### src/rtl/pscf_pkg.sv
// ----------------------------------------------------------------------------
// pscf_pkg
// Shared types and constants for the palette special-color finder.
// ----------------------------------------------------------------------------
package pscf_pkg;

	// palette geometry
	localparam int PALETTE_DEPTH = 256;
	localparam int CNT_W         = $clog2(PALETTE_DEPTH + 1);
	localparam int IDX_W         = 8;
	localparam int COMP_W        = 8;
	localparam int SUM_W         = 10;

	// configuration port
	localparam int ADDR_W    = 3;
	localparam int DATA_W    = 32;
	localparam int REG_IDX_W = 1;
	localparam logic [REG_IDX_W-1:0] REG_TWO_COLOR     = 1'd0;
	localparam logic [REG_IDX_W-1:0] REG_PALETTE_KNOWN = 1'd1;

	// scan constants
	localparam logic [SUM_W-1:0] SUM_INIT   = '1;
	localparam logic [SUM_W-1:0] BAND_LO    = SUM_W'(80);
	localparam logic [SUM_W-1:0] BAND_HI    = SUM_W'(150);
	localparam logic [IDX_W-1:0] DARK_DEF   = IDX_W'(0);
	localparam logic [IDX_W-1:0] BRIGHT_DEF = IDX_W'(15);
	localparam logic [IDX_W-1:0] MEDIUM_DEF = IDX_W'(7);

	// fixed indices in two-color mode
	localparam logic [IDX_W-1:0] TWO_DARK   = IDX_W'(0);
	localparam logic [IDX_W-1:0] TWO_BRIGHT = IDX_W'(1);
	localparam logic [IDX_W-1:0] TWO_MEDIUM = IDX_W'(1);

	typedef struct packed {
		logic             two_color;
		logic             known;
	} cfg_t;

	typedef struct packed {
		logic [SUM_W-1:0] sum;
		logic [SUM_W-1:0] score;
		logic             in_band;
	} metrics_t;

	typedef struct packed {
		logic [IDX_W-1:0] dark;
		logic [IDX_W-1:0] bright;
		logic [IDX_W-1:0] mid;
	} result_t;

endpackage

### src/rtl/pscf_cfg.sv
// ----------------------------------------------------------------------------
// pscf_cfg
// APB-style register file: two-color mode and palette-known flags.
// ----------------------------------------------------------------------------
module pscf_cfg (
	input  logic                        clk,
	input  logic                        arst_n,
	input  logic                        psel,
	input  logic                        penable,
	input  logic                        pwrite,
	input  logic [pscf_pkg::ADDR_W-1:0] paddr,
	input  logic [pscf_pkg::DATA_W-1:0] pwdata,
	output logic [pscf_pkg::DATA_W-1:0] prdata,
	output logic                        pready,
	output pscf_pkg::cfg_t              cfg
);

	logic                           wr_en;
	logic [pscf_pkg::REG_IDX_W-1:0] reg_idx;
	logic                           two_color_q;
	logic                           known_q;

	// word-aligned register select
	assign reg_idx = paddr[pscf_pkg::ADDR_W-1 -: pscf_pkg::REG_IDX_W];
	assign wr_en   = psel && penable && pwrite;
	assign pready  = 1'b1;

	// register writes
	always_ff @(posedge clk or negedge arst_n) begin
		if (!arst_n) begin
			two_color_q <= 1'b0;
			known_q     <= 1'b1;
		end else if (wr_en) begin
			unique case (reg_idx)
				pscf_pkg::REG_TWO_COLOR:     two_color_q <= pwdata[0];
				pscf_pkg::REG_PALETTE_KNOWN: known_q     <= pwdata[0];
				default: ;
			endcase
		end
	end

	// read mux
	always_comb begin
		prdata = '0;
		unique case (reg_idx)
			pscf_pkg::REG_TWO_COLOR:     prdata[0] = two_color_q;
			pscf_pkg::REG_PALETTE_KNOWN: prdata[0] = known_q;
			default: ;
		endcase
	end

	assign cfg.two_color = two_color_q;
	assign cfg.known     = known_q;

endmodule

### src/rtl/pscf_eval.sv
// ----------------------------------------------------------------------------
// pscf_eval
// Per-entry metrics: component sum, grey score and medium-band check.
// ----------------------------------------------------------------------------
module pscf_eval (
	input  logic [pscf_pkg::COMP_W-1:0] red,
	input  logic [pscf_pkg::COMP_W-1:0] green,
	input  logic [pscf_pkg::COMP_W-1:0] blue,
	output pscf_pkg::metrics_t          metrics
);

	logic [pscf_pkg::COMP_W-1:0] hi_rg, lo_rg, hi, lo, spread;
	logic [pscf_pkg::SUM_W-1:0]  sum;

	// sum of the three components
	assign sum = pscf_pkg::SUM_W'(red) + pscf_pkg::SUM_W'(green)
		+ pscf_pkg::SUM_W'(blue);

	// component max / min
	assign hi_rg  = (green > red) ? green : red;
	assign lo_rg  = (green < red) ? green : red;
	assign hi     = (blue > hi_rg) ? blue : hi_rg;
	assign lo     = (blue < lo_rg) ? blue : lo_rg;
	assign spread = hi - lo;

	// score never underflows: sum >= hi >= spread
	assign metrics.sum     = sum;
	assign metrics.score   = sum - pscf_pkg::SUM_W'(spread >> 1);
	assign metrics.in_band = (sum > pscf_pkg::BAND_LO) && (sum < pscf_pkg::BAND_HI);

endmodule

### src/rtl/pscf_scan.sv
// ----------------------------------------------------------------------------
// pscf_scan
// Running scan state: darkest, brightest and medium entries of the palette.
// ----------------------------------------------------------------------------
module pscf_scan (
	input  logic               clk,
	input  logic               arst_n,
	input  logic               upd,
	input  logic               last,
	input  pscf_pkg::metrics_t metrics,
	input  pscf_pkg::cfg_t     cfg,
	output pscf_pkg::result_t  result
);

	logic [pscf_pkg::CNT_W-1:0] cnt_q, cnt_d;
	logic [pscf_pkg::SUM_W-1:0] max_sum_q, max_sum_d;
	logic [pscf_pkg::SUM_W-1:0] min_sum_q, min_sum_d;
	logic [pscf_pkg::SUM_W-1:0] best_q, best_d;
	logic [pscf_pkg::IDX_W-1:0] dark_q, dark_d;
	logic [pscf_pkg::IDX_W-1:0] bright_q, bright_d;
	logic [pscf_pkg::IDX_W-1:0] medium_q, medium_d;
	logic [pscf_pkg::IDX_W-1:0] idx;
	logic                       in_scope;

	assign in_scope = cnt_q < pscf_pkg::CNT_W'(pscf_pkg::PALETTE_DEPTH);
	assign idx      = cnt_q[pscf_pkg::IDX_W-1:0];

	// fold the current entry into the running state
	always_comb begin
		cnt_d     = cnt_q;
		max_sum_d = max_sum_q;
		min_sum_d = min_sum_q;
		best_d    = best_q;
		dark_d    = dark_q;
		bright_d  = bright_q;
		medium_d  = medium_q;
		if (in_scope) begin
			cnt_d = cnt_q + 1'b1;
			if (metrics.sum > max_sum_q) begin
				max_sum_d = metrics.sum;
				bright_d  = idx;
			end
			if (metrics.sum < min_sum_q) begin
				min_sum_d = metrics.sum;
				dark_d    = idx;
			end
			if (metrics.in_band && (metrics.score > best_q)) begin
				best_d   = metrics.score;
				medium_d = idx;
			end
		end
	end

	// result selection; two-color mode wins over unknown palette
	always_comb begin
		priority if (cfg.two_color) begin
			result.dark   = pscf_pkg::TWO_DARK;
			result.bright = pscf_pkg::TWO_BRIGHT;
			result.mid    = pscf_pkg::TWO_MEDIUM;
		end else if (!cfg.known) begin
			result.dark   = pscf_pkg::DARK_DEF;
			result.bright = pscf_pkg::BRIGHT_DEF;
			result.mid    = pscf_pkg::MEDIUM_DEF;
		end else begin
			result.dark   = dark_d;
			result.bright = bright_d;
			result.mid    = medium_d;
		end
	end

	// state update; last entry clears for the next scan
	always_ff @(posedge clk or negedge arst_n) begin
		if (!arst_n) begin
			cnt_q     <= '0;
			max_sum_q <= '0;
			min_sum_q <= pscf_pkg::SUM_INIT;
			best_q    <= '0;
			dark_q    <= pscf_pkg::DARK_DEF;
			bright_q  <= pscf_pkg::BRIGHT_DEF;
			medium_q  <= pscf_pkg::MEDIUM_DEF;
		end else if (upd) begin
			if (last) begin
				cnt_q     <= '0;
				max_sum_q <= '0;
				min_sum_q <= pscf_pkg::SUM_INIT;
				best_q    <= '0;
				dark_q    <= pscf_pkg::DARK_DEF;
				bright_q  <= pscf_pkg::BRIGHT_DEF;
				medium_q  <= pscf_pkg::MEDIUM_DEF;
			end else begin
				cnt_q     <= cnt_d;
				max_sum_q <= max_sum_d;
				min_sum_q <= min_sum_d;
				best_q    <= best_d;
				dark_q    <= dark_d;
				bright_q  <= bright_d;
				medium_q  <= medium_d;
			end
		end
	end

endmodule

### src/rtl/palette_special_color_finder.sv
// Palette special-color finder. Palette entries stream in one item per
// cycle unless a final item is held, indexed from zero in arrival order;
// entries past the palette depth are ignored except for their last mark.
// The item marked final_entry yields one result (darkest, brightest and
// most grey medium entry): out_valid rises once the item has passed the
// input register and the result register. With out_ready high the block
// takes a new item every cycle, and a final item waits in the input
// register only while an earlier result is still unaccepted. The two mode
// registers are read when the final entry is processed.
// ----------------------------------------------------------------------------
// palette_special_color_finder
// Top level: input register, scan stage, result register and APB port.
// ----------------------------------------------------------------------------
module palette_special_color_finder (
	input  logic                        clk,
	input  logic                        arst_n,
	// entry channel
	input  logic                        in_valid,
	output logic                        in_ready,
	input  logic [pscf_pkg::COMP_W-1:0] red,
	input  logic [pscf_pkg::COMP_W-1:0] green,
	input  logic [pscf_pkg::COMP_W-1:0] blue,
	input  logic                        final_entry,
	// result channel
	output logic                        out_valid,
	input  logic                        out_ready,
	output logic [pscf_pkg::IDX_W-1:0]  dark_index,
	output logic [pscf_pkg::IDX_W-1:0]  bright_index,
	output logic [pscf_pkg::IDX_W-1:0]  medium_index,
	// configuration
	input  logic                        psel,
	input  logic                        penable,
	input  logic                        pwrite,
	input  logic [pscf_pkg::ADDR_W-1:0] paddr,
	input  logic [pscf_pkg::DATA_W-1:0] pwdata,
	output logic [pscf_pkg::DATA_W-1:0] prdata,
	output logic                        pready
);

	logic                        valid_s1;
	logic [pscf_pkg::COMP_W-1:0] red_s1, green_s1, blue_s1;
	logic                        final_s1;
	logic                        adv_s1;
	logic                        out_valid_q;
	pscf_pkg::result_t           res_q;
	pscf_pkg::result_t           result;
	pscf_pkg::metrics_t          metrics;
	pscf_pkg::cfg_t              cfg;

	// stage 1 moves on unless it holds a final item and the result is stuck
	assign adv_s1   = valid_s1 && (!final_s1 || !out_valid_q || out_ready);
	assign in_ready = !valid_s1 || adv_s1;

	// input register
	always_ff @(posedge clk or negedge arst_n) begin
		if (!arst_n) begin
			valid_s1 <= 1'b0;
		end else if (in_ready) begin
			valid_s1 <= in_valid;
		end
	end

	always_ff @(posedge clk) begin
		if (in_valid && in_ready) begin
			red_s1   <= red;
			green_s1 <= green;
			blue_s1  <= blue;
			final_s1 <= final_entry;
		end
	end

	pscf_cfg u_cfg (
		.clk     (clk),
		.arst_n  (arst_n),
		.psel    (psel),
		.penable (penable),
		.pwrite  (pwrite),
		.paddr   (paddr),
		.pwdata  (pwdata),
		.prdata  (prdata),
		.pready  (pready),
		.cfg     (cfg)
	);

	pscf_eval u_eval (
		.red     (red_s1),
		.green   (green_s1),
		.blue    (blue_s1),
		.metrics (metrics)
	);

	pscf_scan u_scan (
		.clk     (clk),
		.arst_n  (arst_n),
		.upd     (adv_s1),
		.last    (final_s1),
		.metrics (metrics),
		.cfg     (cfg),
		.result  (result)
	);

	// result register
	always_ff @(posedge clk or negedge arst_n) begin
		if (!arst_n) begin
			out_valid_q <= 1'b0;
		end else if (adv_s1 && final_s1) begin
			out_valid_q <= 1'b1;
		end else if (out_ready) begin
			out_valid_q <= 1'b0;
		end
	end

	always_ff @(posedge clk) begin
		if (adv_s1 && final_s1) begin
			res_q <= result;
		end
	end

	assign out_valid    = out_valid_q;
	assign dark_index   = res_q.dark;
	assign bright_index = res_q.bright;
	assign medium_index = res_q.mid;

endmodule

### config.mk
export PLATFORM = sky130hd
export DESIGN_NAME = palette_special_color_finder
export DESIGN_NICKNAME = d
export VERILOG_FILES = /design/src/rtl/pscf_pkg.sv /design/src/rtl/pscf_cfg.sv /design/src/rtl/pscf_eval.sv /design/src/rtl/pscf_scan.sv /design/src/rtl/palette_special_color_finder.sv
export SDC_FILE = /design/constraint.sdc
export NUM_CORES = 1
export LEC_CHECK = 0
export BUFFER_PORTS_ARGS = -buffer_cell sky130_fd_sc_hd__buf_2
export CAP_MARGIN = 20
export CORE_ASPECT_RATIO = 1.75
export CORE_MARGIN = 5
export CORE_UTILIZATION = 40
export CTS_CLUSTER_DIAMETER = 30
export DETAILED_ROUTE_END_ITERATION = 6
export SYNTH_ARGS = -nofsm -noshare
export SYNTH_HDL_FRONTEND = slang
export SYNTH_SLANG_ARGS = --single-unit
### constraint.sdc
create_clock -name clk -period 7.5 [get_ports clk]
set_input_delay 0.75 -clock clk [delete_from_list [all_inputs] [get_ports clk]]
set_output_delay 0.75 -clock clk [all_outputs]
set_load 0.02 [all_outputs]
==> run metrics <==
DP Area 9660 µm²; total gr overflow 0; Initial DRC Count 427; unrepaired setup endpoints after global routing yes; r2r startpoint red_s1[2]$_DFFE_PP_; synth top area cells edfxtp_1, dfrtp_1, ha_1, dfstp_2, a21oi_1; met3 wire len 722 µm; initial antenna violation count 0; Routed wire per std cell 17.7 µm; Hold Crit Depth 1; Post-route DRC 0; Clock Skew 0.00886 ns; CP required 7.68 ns; Clock Tree Root clkbuf_16; switching pwr 2.36 mW; crit path DAT 7.65 ns; pin count of the biggest net entering global routing 68; Synth top area share 0.175; placed insts 1268; power share of the combinational group 0.670; top layer in use met4; CP Max Fanout 5; worst r2r path cells 33; Die X 120 µm; Post-synth EDFFs 49; Pins Over Slew Limit 0; vias per cell 5.58; Syn. warnings 0; CP max stage cell or4_4; cts hold-fix bufs 0; cts bufs inserted 17; Syn-to-layout area delta 28.4%; I/O Buffers 60; peak supply drop 0.000544 V; Reg2Reg Setup Slack 0.02 ns; clk_lat worst skew 0.43 ns; dpl hpwl 17.0 mm; design area 10800 µm²; post-route ant nets 0; Tcrit/Tclk final 0.997; min-delay src u_scan.max_sum_q[3]$_DFFE_PN0P_; Final setup viols 0; n_diodes 0; Core Util, Final 0.519; max-cap violations 0; num rows 70; post-route met1 wirelength 8.19 mm; top post-synthesis cells by count ha_1, inv_1, nor2_1, a21oi_1; status finished clean; Core Area 20800 µm²; area leader, netlist edfxtp_1; WHS Endpoint u_scan.max_sum_q[3]$_DFFE_PN0P_; Avg Synthesized Cell Area 9.45 µm²; Worst setup SP type flop; worst slew slack as a fraction of its limit 0.334; DRT Pass-1 Iters 6; Post-synth ARST share 0.578; Reg power frac 0.174; fin cells 1313; Worst Tran Pin Value 0.988 ns; top_reg_cell synth edfxtp_1; routed vias 7323; post-synthesis sequential area ratio 0.376; WL met2 13.3 mm; Initial Util 0.404; sw frac 0.447; Tmin final 7.48 ns; CP Capture Type flop; H-Tree Depth 4; Longest Clk Path Bufs 2; Fmax 134 MHz; slowest stage delay, CP 0.54 ns; Reg2Reg Capture Point medium_index[0]$_SDFFCE_PP1P_; # fillers 1901; Unique masters post-synth 72; NumNets Final 1202; pwr dens 487 nW/µm²; vias in the first global route 7144; post-synthesis instance area 8420 µm²; #FFs+latches synth 116; Hold Crit Class reg -> reg; DIE HEIGHT 202 µm; Lkg Pwr 4.69 nW; first-pass GRT wire length 36.3 mm; Mapped Cells 891; Total Power 5.27 mW; Global Route Usage Sum 0.189; most common cell in the synthesized netlist ha_1; Internal Power 2.91 mW; CP Class reg -> reg; GP Congestion 0.874; final setup TNS 0 ns; Num Clock Sinks 116; IO Count 126; CTS tree yes; share of cells above drive strength 1 0.311; die area 24200 µm²; Final Hold Viols 0; Clk pwr share 0.157; final wirelength 23.2 mm; clock-pin slew on the worst setup and hold paths 0.06 ns
==> worst max path at each step <==
stage,startpoint,endpoint,slack (ns),depth (start not counted)
3_3_place_gp,red_s1[5]$_DFFE_PP_,medium_index[0]$_SDFFCE_PP1P_,-0.23,32
3_5_place_dp,red_s1[6]$_DFFE_PP_,u_scan.best_q[6]$_DFFE_PN0P_,-0.36,36
2_1_floorplan,red_s1[7]$_DFFE_PP_,medium_index[0]$_SDFFCE_PP1P_,0.01,33
5_1_grt,red_s1[5]$_DFFE_PP_,medium_index[0]$_SDFFCE_PP1P_,-0.26,34
6_report,red_s1[2]$_DFFE_PP_,medium_index[0]$_SDFFCE_PP1P_,0.02,33
4_1_cts,red_s1[5]$_DFFE_PP_,medium_index[0]$_SDFFCE_PP1P_,0.02,34
==> metal layers <==
layer	vias up	GRT usage
met5	-	0
met4	0	0.104
met3	45	0.0294
met2	177	0.368
met1	3555	0.187
li1	3546	-
==> placed cells by master (no fill, tap or decap), types with 7 or more instances in the layout <==
cell,count
a21o_1,17
a21oi_1,45
a21oi_2,15
a221o_1,7
a22o_1,11
and2_1,9
buf_2,60
buf_4,116
clkbuf_16,17
conb_1,32
dfrtp_1,49
dfstp_2,18
edfxtp_1,49
ha_1,71
ha_4,8
inv_1,71
mux2i_1,13
nand2_1,45
nand2b_1,15
nand3_1,20
nand4_1,18
nor2_1,59
nor2b_1,11
nor3_1,8
o2111ai_1,8
o211ai_1,26
o21a_1,11
o21ai_0,27
o21ai_1,9
o311ai_0,8
xnor2_1,9
xor2_1,12
==> state kept, by name (all words and copies together), names as in the netlist <==
name / flops
u_scan.best_q: 10
u_scan.max_sum_q: 10
u_scan.min_sum_q: 10
u_scan.cnt_q: 9
blue_s1: 8
bright_index: 8
dark_index: 8
green_s1: 8
medium_index: 8
red_s1: 8
u_scan.bright_q: 8
u_scan.dark_q: 8
u_scan.medium_q: 8
final_s1: 1
out_valid: 1
u_cfg.known_q: 1
u_cfg.two_color_q: 1
valid_s1: 1
==> layout make-up <==
class | count | area [µm²] | area share
Tap cell | 252 | 315 | 0.0291
Sequential cell | 116 | 3170 | 0.293
Clock inverter | 9 | 130 | 0.0120
Multi-Input combinational cell | 652 | 5150 | 0.476
Inverter | 77 | 294 | 0.0272
Clock buffer | 22 | 454 | 0.0420
Timing Repair Buffer | 185 | 1300 | 0.120
==> worst max-delay path: cells and delay by family (launching register included) <==
| kind | cells | cell delay, ns |
|---|---|---|
| xor+xnor | 1 | 0.17 |
| buf+inv | 4 | 0.38 |
| flops | 1 | 0.41 |
| compound gates | 15 | 3.18 |
| fa+ha+maj | 5 | 1.20 |
| simple gates | 8 | 1.90 |
==> through the flow <==
stage	hold slack [ns]	setup WS (ns)
floorplan	0.454	0.0126
global placement	0.483	-0.234
detailed placement	0.483	-0.364
CTS	0.483	0.0152
global route	0.488	-0.265
finish	0.500	0.0242
==> cell families (layout without fill, tap and decap cells) <==
group	after synthesis	after routing	synth area share
AO/OA/AOI/OAI	262	262	0.218
XOR/XNOR	24	24	0.0281
adder cells (fa/ha/maj)	86	86	0.131
buffers and inverters	153	293	0.0842
flip-flops	116	116	0.376
multiplexers	21	21	0.0266
other	2	32	0.000892
AND/OR/NAND/NOR	227	227	0.134
==> what timing repair did <==
| action | 4_1_cts | 5_1_grt |
|---|---|---|
| gates cloned | 0 | 1 |
| setup buffers | 5 | 7 |
| pin swaps | 16 | 27 |
| resized for setup | 19 | 84 |
| endpoints found under the setup margin | 26 | 26 |
==> power groups by stage <==
stage / sequential, mW / clock (mW) / combinational [mW]
global placement: 0.917 / 0 / 2.96
global route: 0.927 / 0.865 / 3.87
detailed placement: 0.921 / 0 / 3.00
floorplan: 0.899 / 0 / 1.99
finish: 0.914 / 0.824 / 3.53
CTS: 0.910 / 0.837 / 3.16
Power figures use the tool's default switching activity.
